==> config.mk <==
export PLATFORM = sky130hd
export DESIGN_NAME = spy_bi_wire_jtag_master_flat
export DESIGN_NICKNAME = d
export VERILOG_FILES = /design/src/rtl/core/sbw_pkg.sv /design/src/rtl/core/sbw_if.sv /design/src/rtl/core/sbw_shifter.sv /design/src/rtl/core/sbw_seq.sv /design/src/rtl/core/spy_bi_wire_jtag_master.sv /design/src/flat_wrapper.sv
export SDC_FILE = /design/constraint.sdc
export NUM_CORES = 1
export LEC_CHECK = 0
export BUFFER_PORTS_ARGS = -buffer_cell sky130_fd_sc_hd__clkbuf_2
export CAP_MARGIN = 0
export CORE_MARGIN = 1.5
export CORE_UTILIZATION = 50
export CTS_CLUSTER_DIAMETER = 120
export DETAILED_ROUTE_END_ITERATION = 12
export PLACE_DENSITY = 0.72
export SETUP_SLACK_MARGIN = 0.1
export SLEW_MARGIN = 20
export SYNTH_ARGS = -nofsm -noshare
export SYNTH_HDL_FRONTEND = slang
export SYNTH_SLANG_ARGS = --single-unit
==> constraint.sdc <==
create_clock -name clock -period 5.85 [get_ports clock]
set_input_delay 0.2925 -clock clock [delete_from_list [all_inputs] [get_ports clock]]
set_output_delay 0.2925 -clock clock [all_outputs]
set_load 0.03 [all_outputs]
==> src/rtl/core/sbw_pkg.sv <==
// Package: shared constants, opcodes and control types for the SBW master.
`timescale 1ns / 1ps
package sbw_pkg;

   localparam int unsigned DATA_W         = 16;
   localparam int unsigned SHORT_BITS     = 8;
   localparam int unsigned MAX_SHIFT_DEF  = 16;
   localparam int unsigned OP_W           = 3;

   typedef enum logic [OP_W-1:0] {
      OP_IR_SHIFT8  = 3'd0,
      OP_DR_SHIFT8  = 3'd1,
      OP_DR_SHIFT16 = 3'd2,
      OP_TCLK_CLR   = 3'd3,
      OP_TCLK_SET   = 3'd4
   } sbw_op_type;

   typedef struct packed {
      logic load;
      logic short_len;
      logic step;
   } sbw_shift_ctrl_type;

   typedef struct packed {
      logic              tms_level;
      logic              restore_level;
      logic              tdi_level;
      logic              tdo_sampled;
      logic [DATA_W-1:0] data_out;
      logic              last;
   } sbw_beat_type;

endpackage

==> src/rtl/core/sbw_if.sv <==
// Interfaces: command and SBW-cycle channels with valid/ready handshake.
`timescale 1ns / 1ps
interface sbw_req_if import sbw_pkg::*; ();
   logic              valid;
   logic              ready;
   logic [OP_W-1:0]   opcode;
   logic [DATA_W-1:0] data_in;
   logic [DATA_W-1:0] tdo_bits;

   modport source (output valid, opcode, data_in, tdo_bits, input ready);
   modport sink   (input valid, opcode, data_in, tdo_bits, output ready);
endinterface

interface sbw_rsp_if import sbw_pkg::*; ();
   logic              valid;
   logic              ready;
   logic              tms_level;
   logic              restore_level;
   logic              tdi_level;
   logic              tdo_sampled;
   logic [DATA_W-1:0] data_out;
   logic              last;

   modport source (output valid, tms_level, restore_level, tdi_level, tdo_sampled,
                   data_out, last, input ready);
   modport sink   (input valid, tms_level, restore_level, tdi_level, tdo_sampled,
                   data_out, last, output ready);
endinterface

==> src/rtl/core/sbw_shifter.sv <==
// TDI/TDO shift registers: one data bit out and one captured bit in per step.
`timescale 1ns / 1ps
module sbw_shifter import sbw_pkg::*; #(
   parameter int unsigned MAX_SHIFT_BITS = MAX_SHIFT_DEF
) (
   input  logic               clock,
   input  logic [DATA_W-1:0]  data_in,
   input  logic [DATA_W-1:0]  tdo_bits,
   input  sbw_shift_ctrl_type ctrl,
   output logic               tdi_bit,
   output logic [DATA_W-1:0]  captured
);

   localparam int unsigned SHIFT_W     = (MAX_SHIFT_BITS < DATA_W) ? MAX_SHIFT_BITS : DATA_W;
   localparam int unsigned SHORT_SHIFT = SHIFT_W - SHORT_BITS;

   logic [SHIFT_W-1:0] tdi_sr_ff, tdi_sr_in;
   logic [SHIFT_W-1:0] tdo_sr_ff, tdo_sr_in;
   logic [DATA_W-1:0]  cap_ff, cap_in;
   logic [DATA_W-1:0]  din_short, tdo_short;

   // 8-bit words are left-aligned so the MSB always leaves first
   assign din_short = (data_in  & DATA_W'(8'hFF)) << SHORT_SHIFT;
   assign tdo_short = (tdo_bits & DATA_W'(8'hFF)) << SHORT_SHIFT;

   always_comb begin
      tdi_sr_in = tdi_sr_ff;
      tdo_sr_in = tdo_sr_ff;
      cap_in    = cap_ff;
      if (ctrl.load) begin
         tdi_sr_in = ctrl.short_len ? din_short[SHIFT_W-1:0] : data_in[SHIFT_W-1:0];
         tdo_sr_in = ctrl.short_len ? tdo_short[SHIFT_W-1:0] : tdo_bits[SHIFT_W-1:0];
         cap_in    = '0;
      end else if (ctrl.step) begin
         tdi_sr_in = tdi_sr_ff << 1;
         tdo_sr_in = tdo_sr_ff << 1;
         cap_in    = {cap_ff[DATA_W-2:0], tdo_sr_ff[SHIFT_W-1]};
      end
   end

   always_ff @(posedge clock) begin
      tdi_sr_ff <= tdi_sr_in;
      tdo_sr_ff <= tdo_sr_in;
      cap_ff    <= cap_in;
   end

   assign tdi_bit  = tdi_sr_ff[SHIFT_W-1];
   assign captured = cap_ff;

endmodule

==> src/rtl/core/sbw_seq.sv <==
// Cycle sequencer: TAP walk, data, update and return cycles, TCLK latch, output register.
`timescale 1ns / 1ps
module sbw_seq import sbw_pkg::*; #(
   parameter int unsigned MAX_SHIFT_BITS = MAX_SHIFT_DEF
) (
   input  logic               clock,
   input  logic               reset,
   input  logic               req_valid,
   input  logic [OP_W-1:0]    req_opcode,
   output logic               req_ready,
   output logic               rsp_valid,
   input  logic               rsp_ready,
   output sbw_beat_type       beat,
   output sbw_shift_ctrl_type shift_ctrl,
   input  logic               tdi_bit,
   input  logic [DATA_W-1:0]  captured
);

   localparam int unsigned SHIFT_W = (MAX_SHIFT_BITS < DATA_W) ? MAX_SHIFT_BITS : DATA_W;
   localparam int unsigned CNT_W   = $clog2(SHIFT_W + 1);

   typedef enum logic [2:0] {
      ST_IDLE,
      ST_WALK,
      ST_DATA,
      ST_UPDATE,
      ST_RETURN
   } state_type;

   state_type          state_ff, state_in;
   logic               valid_ff, valid_in;
   logic               tclk_ff, tclk_in;
   sbw_beat_type       beat_ff, beat_in;
   logic [3:0]         walk_ff, walk_in;
   logic [1:0]         walk_cnt_ff, walk_cnt_in;
   logic [CNT_W-1:0]   bits_ff, bits_in;
   logic               emit;

   assign emit      = !valid_ff || rsp_ready;
   assign req_ready = (state_ff == ST_IDLE) && emit;

   always_comb begin
      state_in    = state_ff;
      valid_in    = valid_ff && !rsp_ready;
      tclk_in     = tclk_ff;
      beat_in     = beat_ff;
      walk_in     = walk_ff;
      walk_cnt_in = walk_cnt_ff;
      bits_in     = bits_ff;
      shift_ctrl  = '0;
      case (state_ff)
         ST_IDLE: begin
            if (req_valid && req_ready) begin
               case (req_opcode)
                  OP_IR_SHIFT8, OP_DR_SHIFT8, OP_DR_SHIFT16: begin
                     shift_ctrl.load      = 1'b1;
                     shift_ctrl.short_len = (req_opcode != OP_DR_SHIFT16);
                     bits_in     = (req_opcode == OP_DR_SHIFT16) ? CNT_W'(SHIFT_W)
                                                                  : CNT_W'(SHORT_BITS);
                     walk_in     = (req_opcode == OP_IR_SHIFT8) ? 4'b1100 : 4'b1000;
                     walk_cnt_in = (req_opcode == OP_IR_SHIFT8) ? 2'd3 : 2'd2;
                     state_in    = ST_WALK;
                  end
                  OP_TCLK_CLR, OP_TCLK_SET: begin
                     beat_in               = '0;
                     beat_in.restore_level = tclk_ff;
                     beat_in.tdi_level     = (req_opcode == OP_TCLK_SET);
                     beat_in.last          = 1'b1;
                     valid_in              = 1'b1;
                     tclk_in               = (req_opcode == OP_TCLK_SET);
                  end
                  default: ;
               endcase
            end
         end
         ST_WALK: begin
            if (emit) begin
               beat_in               = '0;
               beat_in.tms_level     = walk_ff[3];
               beat_in.restore_level = walk_ff[3];
               valid_in              = 1'b1;
               walk_in               = walk_ff << 1;
               walk_cnt_in           = walk_cnt_ff - 2'd1;
               if (walk_cnt_ff == 2'd0) state_in = ST_DATA;
            end
         end
         ST_DATA: begin
            if (emit) begin
               beat_in             = '0;
               beat_in.tms_level   = (bits_ff == CNT_W'(1));
               beat_in.tdi_level   = tdi_bit;
               beat_in.tdo_sampled = 1'b1;
               valid_in            = 1'b1;
               shift_ctrl.step     = 1'b1;
               bits_in             = bits_ff - CNT_W'(1);
               if (bits_ff == CNT_W'(1)) state_in = ST_UPDATE;
            end
         end
         ST_UPDATE: begin
            if (emit) begin
               beat_in               = '0;
               beat_in.tms_level     = 1'b1;
               beat_in.restore_level = 1'b1;
               valid_in              = 1'b1;
               state_in              = ST_RETURN;
            end
         end
         ST_RETURN: begin
            if (emit) begin
               beat_in               = '0;
               beat_in.restore_level = tclk_ff;
               beat_in.tdi_level     = tclk_ff;
               beat_in.data_out      = captured;
               beat_in.last          = 1'b1;
               valid_in              = 1'b1;
               state_in              = ST_IDLE;
            end
         end
         default: state_in = ST_IDLE;
      endcase
   end

   always_ff @(posedge clock) begin
      beat_ff     <= beat_in;
      walk_ff     <= walk_in;
      walk_cnt_ff <= walk_cnt_in;
      bits_ff     <= bits_in;
      if (reset) begin
         state_ff <= ST_IDLE;
         valid_ff <= 1'b0;
         tclk_ff  <= 1'b0;
      end else begin
         state_ff <= state_in;
         valid_ff <= valid_in;
         tclk_ff  <= tclk_in;
      end
   end

   assign rsp_valid = valid_ff;
   assign beat      = beat_ff;

endmodule

==> src/rtl/core/spy_bi_wire_jtag_master.sv <==
// Top level: Spy-Bi-Wire JTAG master, one command in, one beat per SBW cycle out.
//
// Usage:
//   req_ch takes one command beat: opcode (IR shift 8, DR shift 8, DR shift 16,
//   TCLK clear, TCLK set), data_in shifted MSB first and tdo_bits, the TDO levels
//   the target returns in the data cycles. Unused opcodes are taken and dropped.
//   rsp_ch gives one beat per SBW cycle: TMS, TCLK restore level, TDI, a TDO
//   sample flag, the captured word (on the final beat of a shift) and last.
//   A shift command is taken in idle and its first beat is registered in the
//   walk state; TCLK commands register their single beat as they are taken.
//   Throughput: one beat per cycle while rsp_ch is ready, so a shift of n bits
//   gives n+5 (DR) or n+6 (IR) beats: 14, 13 and 21 beats for IR 8, DR 8
//   and DR 16. The data cycles run through the TDI/TDO shift registers one
//   bit per cycle while rsp_ch is ready, counted by the sequencer.
//   A new command is taken only when the sequencer is idle and the output
//   register is free or being emptied.
//   Reset clears the sequencer, drops any pending beat and latches TCLK low.
//   When rsp_ch stalls, the held beat stays and the sequence waits.
`timescale 1ns / 1ps
module spy_bi_wire_jtag_master import sbw_pkg::*; #(
   parameter int unsigned MAX_SHIFT_BITS = MAX_SHIFT_DEF
) (
   input  logic       clock,
   input  logic       reset,
   sbw_req_if.sink    req_ch,
   sbw_rsp_if.source  rsp_ch
);

   sbw_shift_ctrl_type shift_ctrl;
   sbw_beat_type       beat;
   logic               tdi_bit;
   logic [DATA_W-1:0]  captured;

   sbw_seq #(.MAX_SHIFT_BITS(MAX_SHIFT_BITS)) u_seq (
      .clock      (clock),
      .reset      (reset),
      .req_valid  (req_ch.valid),
      .req_opcode (req_ch.opcode),
      .req_ready  (req_ch.ready),
      .rsp_valid  (rsp_ch.valid),
      .rsp_ready  (rsp_ch.ready),
      .beat       (beat),
      .shift_ctrl (shift_ctrl),
      .tdi_bit    (tdi_bit),
      .captured   (captured)
   );

   sbw_shifter #(.MAX_SHIFT_BITS(MAX_SHIFT_BITS)) u_shifter (
      .clock    (clock),
      .data_in  (req_ch.data_in),
      .tdo_bits (req_ch.tdo_bits),
      .ctrl     (shift_ctrl),
      .tdi_bit  (tdi_bit),
      .captured (captured)
   );

   assign rsp_ch.tms_level     = beat.tms_level;
   assign rsp_ch.restore_level = beat.restore_level;
   assign rsp_ch.tdi_level     = beat.tdi_level;
   assign rsp_ch.tdo_sampled   = beat.tdo_sampled;
   assign rsp_ch.data_out      = beat.data_out;
   assign rsp_ch.last          = beat.last;

endmodule

==> src/flat_wrapper.sv <==
// flat-port wrapper written by rule: the top's interface ports become plain ports
module spy_bi_wire_jtag_master_flat import sbw_pkg::*;
#(
   parameter int unsigned MAX_SHIFT_BITS = MAX_SHIFT_DEF
)
  (clock, reset, req_ch_valid, req_ch_opcode, req_ch_data_in, req_ch_tdo_bits, req_ch_ready, rsp_ch_valid, rsp_ch_tms_level, rsp_ch_restore_level, rsp_ch_tdi_level, rsp_ch_tdo_sampled, rsp_ch_data_out, rsp_ch_last, rsp_ch_ready);
  sbw_req_if req_ch_i ();
  sbw_rsp_if rsp_ch_i ();
  input  logic clock;
  input  logic reset;
  input wire logic [$bits(req_ch_i.valid)-1:0] req_ch_valid;
  input wire logic [$bits(req_ch_i.opcode)-1:0] req_ch_opcode;
  input wire logic [$bits(req_ch_i.data_in)-1:0] req_ch_data_in;
  input wire logic [$bits(req_ch_i.tdo_bits)-1:0] req_ch_tdo_bits;
  output wire logic [$bits(req_ch_i.ready)-1:0] req_ch_ready;
  output wire logic [$bits(rsp_ch_i.valid)-1:0] rsp_ch_valid;
  output wire logic [$bits(rsp_ch_i.tms_level)-1:0] rsp_ch_tms_level;
  output wire logic [$bits(rsp_ch_i.restore_level)-1:0] rsp_ch_restore_level;
  output wire logic [$bits(rsp_ch_i.tdi_level)-1:0] rsp_ch_tdi_level;
  output wire logic [$bits(rsp_ch_i.tdo_sampled)-1:0] rsp_ch_tdo_sampled;
  output wire logic [$bits(rsp_ch_i.data_out)-1:0] rsp_ch_data_out;
  output wire logic [$bits(rsp_ch_i.last)-1:0] rsp_ch_last;
  input wire logic [$bits(rsp_ch_i.ready)-1:0] rsp_ch_ready;
  assign req_ch_i.valid = req_ch_valid;
  assign req_ch_i.opcode = req_ch_opcode;
  assign req_ch_i.data_in = req_ch_data_in;
  assign req_ch_i.tdo_bits = req_ch_tdo_bits;
  assign req_ch_ready = req_ch_i.ready;
  assign rsp_ch_valid = rsp_ch_i.valid;
  assign rsp_ch_tms_level = rsp_ch_i.tms_level;
  assign rsp_ch_restore_level = rsp_ch_i.restore_level;
  assign rsp_ch_tdi_level = rsp_ch_i.tdi_level;
  assign rsp_ch_tdo_sampled = rsp_ch_i.tdo_sampled;
  assign rsp_ch_data_out = rsp_ch_i.data_out;
  assign rsp_ch_last = rsp_ch_i.last;
  assign rsp_ch_i.ready = rsp_ch_ready;
  spy_bi_wire_jtag_master #(.MAX_SHIFT_BITS(MAX_SHIFT_BITS)) u_core (.clock(clock), .reset(reset), .req_ch(req_ch_i), .rsp_ch(rsp_ch_i));
endmodule
# Yosys cells after proc, flatten, opt, wreduce, memory -nomap -nowiden
# Cells that the tools add are included.
totals:
  wordCells: 103
  regBits: 85
op_classes:
  n_addsub: 2
  n_mux: 46
  n_reduce_logical: 21
  eq_ne: 19
op_table:
  columns: ["operator", "count"]
  rows:
  - ["2-to-1 mux 21 bit", 6]
  - ["case mux 21 bit (5 select lines)", 1]
  - ["2-to-1 mux 16 bit", 6]
  - ["2-to-1 mux 3 bit", 9]
  - ["2-to-1 mux 5 bit", 4]
  - ["case mux 3 bit (5 select lines)", 1]
  - ["== test 3 x 2 -> 1 bit (second input constant)", 4]
  - ["2-to-1 mux 2 bit", 6]
  - ["2-to-1 mux 4 bit", 3]
  - ["inequality test 2 bit (second input constant)", 6]
  - ["case mux 5 bit (2 select lines)", 1]
  - ["case mux 4 bit (2 select lines)", 1]
  - ["AND reduction 4 bit", 2]
  - ["AND reduction 8 bit", 1]
  - ["AND reduction 7 bit", 1]
  - ["== test 3 x 1 -> 1 bit (second input constant)", 2]
  - ["== test 3 bit (second input constant)", 2]
  - ["logical NOT 3 bit", 2]
  - ["2-to-1 mux 1 bit", 6]
  - ["inequality test 2 x 1 -> 1 bit (second input constant)", 3]
  - ["nonzero test 2 bit", 3]
  - ["== test 5 x 1 -> 1 bit (second input constant)", 1]
  - ["nonzero test 5 bit", 1]
  - ["subtractor 5 x 1 -> 5 bit (second input constant)", 1]
  - ["12 further kinds", 15]

# Logic depth before layout (Yosys ltp)
# Gate-level depths: netlist of run 1.
logic_depth:
  depth_word: 8
  ltp_mapped: 8

# Hierarchy
# Synthesis of run 1 repeated with hierarchy kept, for this count alone.
hier_totals:
  hier_cells: 298
  hier_area_um2: 3702.3
by_module_without_submodules:
  columns: ["mod", "cells_per_inst", "n_inst", "area_each_um2"]
  rows:
  - ["sbw_shifter", 163, 1, 2077.0]
  - ["sbw_seq", 135, 1, 1625.3]

# Worst setup path after synthesis of run 1
# Ideal clock, no wire load.
synth_timing:
  path_type: "reg-to-reg"
  start: "register u_core.u_seq.valid_ff, in the netlist u_core.u_seq.rsp_valid"
  end: "register u_core.u_shifter.tdi_sr_ff[0], enable pin"
  setup_time_ps: 479
  required_ps: 5371
  t_arrival_ps: 2013
  path_stages_with_launch: 6
  n_path_buf: 2
  synth_period_minus_slack_ps: 2492
  setup_slack_ps: 3358
  cell_sequence: "dfxtp_1 nand2b_1 nand4_1 clkbuf_1 clkbuf_1 nand2_1"
synth_via:
  elab_chain_cells: 7
synth_lines:
  columns: ["element", "line_no", "source"]
  rows:
  - ["from (decl)", "sbw_seq.sv:31", "logic valid_ff, valid_in;"]
  - ["from (signal assigned)", "sbw_seq.sv:134", "valid_ff <= valid_in;"]
  - ["logical NOT 1 bit *", "sbw_seq.sv:39", "assign emit = !valid_ff || rsp_ready;"]
  - ["logical OR 1 bit *", "sbw_seq.sv:39", null]
  - ["logical AND 1 bit", "sbw_seq.sv:40", "assign req_ready = (state_ff == ST_IDLE) && emit;"]
  - ["logical AND 1 bit", "sbw_seq.sv:53", "if (req_valid && req_ready) begin"]
  - ["2-to-1 mux 2 bit", "sbw_seq.sv:53", null]
  - ["2-to-1 mux 2 bit", "sbw_seq.sv:51", "case (state_ff)"]
  - ["nonzero test 2 bit (no line) *", null, null]
  - ["to (signal assigned)", "sbw_shifter.sv:42", "tdi_sr_ff <= tdi_sr_in;"]
  - ["to (decl)", "sbw_shifter.sv:17", "logic [SHIFT_W-1:0] tdi_sr_ff, tdi_sr_in;"]
# Every way passes the cells marked *; elsewhere a longest branch is shown, timed or not.
# A chain may end at the register's enable or synchronous reset.

# Worst setup path after layout of run 1
layout_timing:
  start: "register u_core.u_seq.state_ff[2]"
  end: "register u_core.u_shifter.tdi_sr_ff[10], enable pin"
layout_via:
  elab_chain_cells: 6
layout_lines:
  columns: ["element", "line_no", "source"]
  rows:
  - ["from (decl)", "sbw_seq.sv:30", "state_type state_ff, state_in;"]
  - ["from (signal assigned)", "sbw_seq.sv:133", "state_ff <= state_in;"]
  - ["logical NOT 3 bit", "sbw_seq.sv:40, sbw_seq.sv:51", null]
  - ["logical AND 1 bit", "sbw_seq.sv:40", null]
  - ["logical AND 1 bit", "sbw_seq.sv:53", null]
  - ["2-to-1 mux 2 bit", "sbw_seq.sv:53", null]
  - ["2-to-1 mux 2 bit", "sbw_seq.sv:51", null]
  - ["nonzero test 2 bit (no line) *", null, null]
# Marked as above.

==> summary.txt, run 1 <==
Num Clock Sinks = 83
I/O pin total = 62
Internal Power = 1140 µW
Synth async-reset ratio = 0%
Die X = 88.4 µm
Hold Path Depth = 2
syn nets = 357
WL/cell = 13.8 µm
crit path DAT = 2.49 ns
Fillers = 610
status = finished, final reports clean
vias in the first global route = 2298
kind of critical path = flip-flop to flip-flop
Storage cell area = 2280 µm²
Crit. End Element = flip-flop
Post-Syn Area = 3650 µm²
Clk Latency, worst-skew pair = 0.37 ns
Root Driver = clkbuf_8
routed wire length = 6510 µm
GRT overflow = 0
Hold Crit Start = reset
Worst slew margin = 28.7%
number of iterations in the first detailed-routing pass = 4
Comb power frac = 28.2%
Crit path required time = 5.87 ns
fmax = 405 MHz
CTS Buf Count = 9
final period utilization = 42.2%
PnR worst setup slack = 3.38 ns
Setup WS pre-CTS = 3.41 ns
max-cap violations = 0
Post-synth EDFFs = 62
DPL Wire Length = 4450 µm
Max FO, Critical Path = 32
Slew Viols, Final = 0
reg2reg path depth = 5
register bit total from synthesis = 83
layout cells sized above 1 = 25.2%
PwrDens = 421 nW/µm²
RSZ-0062 raised after global routing = false
Die H = 88.4 µm
area taken by multi-input logic gates = 1250 µm²
IO buf count = 61
cts repair resizes = 0
sequential fraction of the synthesis area = 62.5%
Final setup viols = 0
GP Congestion = 0.838
r2r setup slk = 3.38 ns
Yosys Warn Count = 0
# nets final = 414
Main synth FF type = edfxtp_1
Max H-tree Level = 3
P_leak = 0.00169 µW
setup TNS = 0 ns
Worst-path clk slew = 0.09 ns
Post-Syn Area per Cell = 11.6 µm²
CTS tree = done
Hold Path End = u_core.u_seq.tclk_ff
VDD IR max = 0.000168 V
crit path launch type = flip-flop
Mapped Cells = 315
minimum clock period = 2.47 ns
Core Area = 6910 µm²
r2r startpoint = u_core.u_seq.state_ff[2]
Worst Hold Class = primary input to flip-flop
row cnt = 30
pin count of the biggest net entering global routing = 49
sequential power share = 49.2%
deepest clock path buffer count = 2
Tightest Pin Transition = 1.07 ns
synth unique cells = 43
setup bufs post-CTS = 0
vias post-DR = 2464
reg2reg end = u_core.u_shifter.tdi_sr_ff[10]
first-pass GRT wire length = 10800 µm
DRC Markers = 0
synthesis-to-layout area growth = 15.0%
die footprint = 7820 µm²
Layout Skew = 0.0207 ns
via/cell ratio = 5.21
Sw Pwr = 625 µW
Final Hold Fails = 0
initial antenna violation count = 0
clock power share = 22.5%
Switching Fraction = 35.4%
DRT iter0 DRCs = 231
DRT antenna net count = 0
n_diodes = 0
CTS Hold Bufs = 0
GRT Total Usage = 18.2%
Initial Util = 52.8%
## worst max-delay path by stage
stage                             start                             end  slack [ns]  cells after the start
5_1_grt        u_core.u_seq.state_ff[2]   u_core.u_shifter.tdi_sr_ff[1]        3.16                      5
3_5_place_dp   u_core.u_seq.state_ff[2]   u_core.u_shifter.tdi_sr_ff[0]        3.41                      5
3_3_place_gp   u_core.u_seq.state_ff[2]   u_core.u_shifter.tdi_sr_ff[0]        3.48                      5
4_1_cts        u_core.u_seq.state_ff[2]  u_core.u_shifter.tdi_sr_ff[10]        3.39                      5
6_report       u_core.u_seq.state_ff[2]  u_core.u_shifter.tdi_sr_ff[10]        3.38                      5
2_1_floorplan    u_core.u_seq.rsp_valid   u_core.u_shifter.tdi_sr_ff[0]        3.36                      5
## layer usage
metal | track usage (%) | wire (µm) | share of wire [%]
met1 | 25.4 | 3090 | 47
met2 | 27.8 | 2910 | 45
met3 | 2.99 | 378 | 5.8
met4 | 9.09 | 128 | 2.0
met5 | 0 | 0 | 0
## worst max-delay path, stage by stage, from the launching register on
cell	delay, ns
dfxtp_1	0.56
or3b_1	0.59
inv_1	0.21
nand2_2	0.24
nand2_1	0.14
buf_4	0.37
## power groups by stage
stage / registers (µW) / clock network, µW / logic [µW]
after floorplan: 987 / 0 / 267
after global placement: 879 / 0 / 492
after detailed placement: 884 / 0 / 501
after CTS: 871 / 405 / 501
after global routing: 887 / 432 / 549
final: 870 / 398 / 499
## state kept, by name, indices dropped and copies added, names as in the netlist
| signal | flops |
|---|---|
| u_core.u_seq.beat | 21 |
| u_core.u_shifter.tdo_sr_ff | 16 |
| u_core.u_seq.state_ff | 3 |
| u_core.u_shifter.captured | 16 |
| u_core.u_seq.rsp_valid | 1 |
| u_core.u_seq.tclk_ff | 1 |
| u_core.u_seq.walk_ff | 2 |
| u_core.u_seq.walk_cnt_ff | 2 |
| u_core.u_seq.bits_ff | 5 |
| u_core.u_shifter.tdi_sr_ff | 16 |
## cell families (layout without fill, tap and decap cells)
group | Yosys count | after routing | share of synthesized area, %
flops | 83 | 83 | 62.5
mux | 20 | 20 | 5.59
simple gates | 116 | 116 | 15.5
buf+inv | 25 | 87 | 3.19
xor+xnor | 3 | 3 | 0.720
compound gates | 65 | 65 | 11.5
fa+ha+maj | 3 | 3 | 1.03
## through the flow
step / total power, µW / util (%) / hold WS, ns / instances / area [µm²]
final: 1770 / 60.8 / 0.200 / 473 / 4200
after global routing: 1870 / 60.8 / 0.195 / 473 / 4200
after CTS: 1780 / 60.8 / 0.190 / 473 / 4200
after detailed placement: 1380 / 58.0 / 0.446 / 457 / 4010
after global placement: 1370 / 58.0 / 0.439 / 457 / 4010
after floorplan: 1250 / - / 0.362 / 315 / 3650
## layout make-up
class / count / share of cell area, %
Multi-Input combinational cell: 207 / 29.9
Timing Repair Buffer: 64 / 7.81
Inverter: 7 / 0.626
Sequential cell: 83 / 54.4
Clock buffer: 9 / 2.95
Clock inverter: 7 / 1.55
Tap cell: 96 / 2.86
## cells in the mapped netlist, types with 4 or more instances
library cell / number / area, µm²
a21oi_1: 21 / 105
a22o_1: 14 / 123
and3_1: 16 / 100
buf_2: 6 / 30.0
clkbuf_1: 10 / 37.5
dfxtp_1: 21 / 420
edfxtp_1: 62 / 1860
inv_1: 7 / 26.3
mux2i_1: 17 / 170
nand2_1: 58 / 218
nor2_1: 14 / 52.6
nor2b_1: 4 / 25.0
nor3_1: 4 / 20.0
o21ai_0: 20 / 100
## layout by cell type, fill, tap and decap left out, types with 13 or more instances in the layout
cell type,instances
a21oi_1,21
a22o_1,14
and3_1,16
clkbuf_2,61
dfxtp_1,21
edfxtp_1,62
mux2i_1,17
nand2_1,58
nor2_1,13
o21ai_0,20
Note: power is estimated with default switching activity, not from simulation.
==> inputs of run 2 (changes only) <==
ABC_AREA = 1   (was default)
clock period = 2.4 ns   (was 5.85 ns; I/O delays follow)
==> summary.txt, run 2 <==
status = finished, final reports clean
n_diodes = 0
syn nets = 470
critical-path cell list = nor2_4, nand2_4, inv_1, o21ai_0, o21ai_1, nor4_1
fmax = 448 MHz
Worst slew margin = 43.6%
Crit path required time = 2.40 ns
register bit total from synthesis = 83
die footprint = 8270 µm²
DPL Wire Length = 5190 µm
setup TNS = 0 ns
Synth async-reset ratio = 0%
Mapped Cells = 428
Post-Syn Area = 3870 µm²
DRT antenna net count = 0
GP Congestion = 0.838
vias post-DR = 3037
pin count of the biggest net entering global routing = 34
most frequent cells in the layout = 107 x nand2_1, 62 x edfxtp_1, 61 x clkbuf_2, 57 x inv_1, 43 x o21ai_0
max FFs per register = 21
RSZ-0062 raised after global routing = true
Largest stage delay, worst path = 0.70 ns
Yosys Warn Count = 0
fin util = 61.4%
top cell type's share of synthesized area = 48.1%
final period utilization = 93.0%
commonest cells in the netlist = 108 x nand2_1, 62 x edfxtp_1, 57 x inv_1, 44 x o21ai_0, 37 x nor2_1
CTS tree = done
DRC Markers = 0
Top delay family on crit path = simple AND/OR/NAND/NOR gates
PwrDens = 1170 nW/µm²
Clk Latency, worst-skew pair = 0.36 ns
Tightest Pin Transition = 0.838 ns
Setup WS pre-CTS = 0.130 ns
Root Driver = clkbuf_8
Die X = 91.0 µm
Post-Place Cell Area = 4300 µm²
Main synth FF type = edfxtp_1
crit path DAT = 2.23 ns
dominant cell type by area after synthesis = edfxtp_1
row cnt = 31
Worst-path clk slew = 0.09 ns
Layout Skew = 0.00738 ns
Final setup viols = 0
DRT iter0 DRCs = 137
I/O pin total = 62
Num Clock Sinks = 83
Core Area = 7370 µm²
Final Cell Area = 4530 µm²
WL/cell = 12.9 µm
sequential fraction of the synthesis area = 59.0%
synthesis-to-layout area growth = 17.0%
CTS Buf Count = 9
minimum clock period = 2.23 ns
Max FO, Critical Path = 9
Post-synth EDFFs = 62
P_leak = 0.00199 µW
vias in the first global route = 2779
top-count cell post-synth = nand2_1
VDD IR max = 0.000403 V
max-cap violations = 0
kind of critical path = flip-flop to flip-flop
Die H = 91.0 µm
Max H-tree Level = 3
Slew Viols, Final = 0
first-pass GRT wire length = 12600 µm
layout cells sized above 1 = 21.0%
crit path launch type = flip-flop
PnR worst setup slack = 0.167 ns
number of iterations in the first detailed-routing pass = 4
setup bufs post-CTS = 0
deepest clock path buffer count = 2
crit path max-delay cell type = nor4_1
Worst Hold Class = primary input to flip-flop
# nets final = 537
routed wire length = 7730 µm
Final Hold Fails = 0
synth unique cells = 28
top cells by area, synth = edfxtp_1 48%, dfxtp_1 11%, nand2_1 10%
CP bufs+invs = 1
r2r setup slk = 0.17 ns
GRT overflow = 0
initial antenna violation count = 0
Crit. End Element = flip-flop
IO buf count = 61
GRT Total Usage = 19.2%
commonest non-fill, non-tap cell in the layout = nand2_1
Initial Util = 52.5%
Post-Syn Area per Cell = 9.04 µm²
via/cell ratio = 5.07
run 2: final timing paths:
kind,cells past startpoint,startpoint,to
min,3,req_ch_data_in[0],u_core.u_shifter.tdi_sr_ff[0]
min reg2reg,1,u_core.u_seq.walk_ff[2],u_core.u_seq.walk_ff[3]
max reg2reg,6,u_core.u_seq.state_ff[1],u_core.u_seq.walk_cnt_ff[0]
max,6,u_core.u_seq.state_ff[1],u_core.u_seq.walk_cnt_ff[0]
run 2: cell families (layout without fill, tap and decap cells):
family	after synthesis	after routing	synth area share (%)
compound gates	78	78	10.3
flops	83	83	59.0
simple gates	184	185	20.6
xor+xnor	2	2	0.453
fa+ha+maj	3	3	0.971
buf+inv	78	149	8.67
run 2: worst reg2reg max path: stages (launching register included):
cell	delay, ns
dfxtp_1	0.55
nor2_4	0.08
nand2_4	0.13
inv_1	0.05
o21ai_0	0.09
o21ai_1	0.26
nor4_1	0.70
run 2: repair_timing:
action / 4_1_cts / 5_1_grt
resized for setup: 0 / 2
hold buffers: 1 / 0
setup endpoints to repair: 0 / 21
endpoints found under the hold margin: 1 / 0
run 2: layout make-up:
class / instances / area, µm²
flip-flops and latches: 83 / 2280
inverters: 60 / 225
well taps: 99 / 124
clock buffers: 9 / 124
clock inverters: 7 / 80.1
repair buffers: 73 / 410
fillers: 654 / 2840
multi-input cells: 268 / 1280
run 2: per-layer routing:
layer | global-route usage (%) | share of wire, % | vias up
met5 | 0 | 0 | -
met4 | 8.59 | 1.3 | 0
met3 | 3.27 | 5.9 | 8
met2 | 30.2 | 47 | 103
met1 | 26.1 | 46 | 1393
li1 | - | - | 1533
run 2: report_power, final:
group          total [µW]  switching, µW  internal, µW  leakage, µW
logic                1880           1340           534      0.00112
registers            2380            179          2200     0.000760
clock network        1050            548           500     0.000106
total                5310           2070          3240      0.00199
run 2: per-stage QoR:
step                      total power, µW  cells  hold WS, ns
after floorplan                      3750    428        0.189
after global placement               4210    581        0.307
after detailed placement             4250    581        0.310
after CTS                            5300    598       0.0636
after global routing                 5620    599       0.0768
final                                5310    599       0.0710
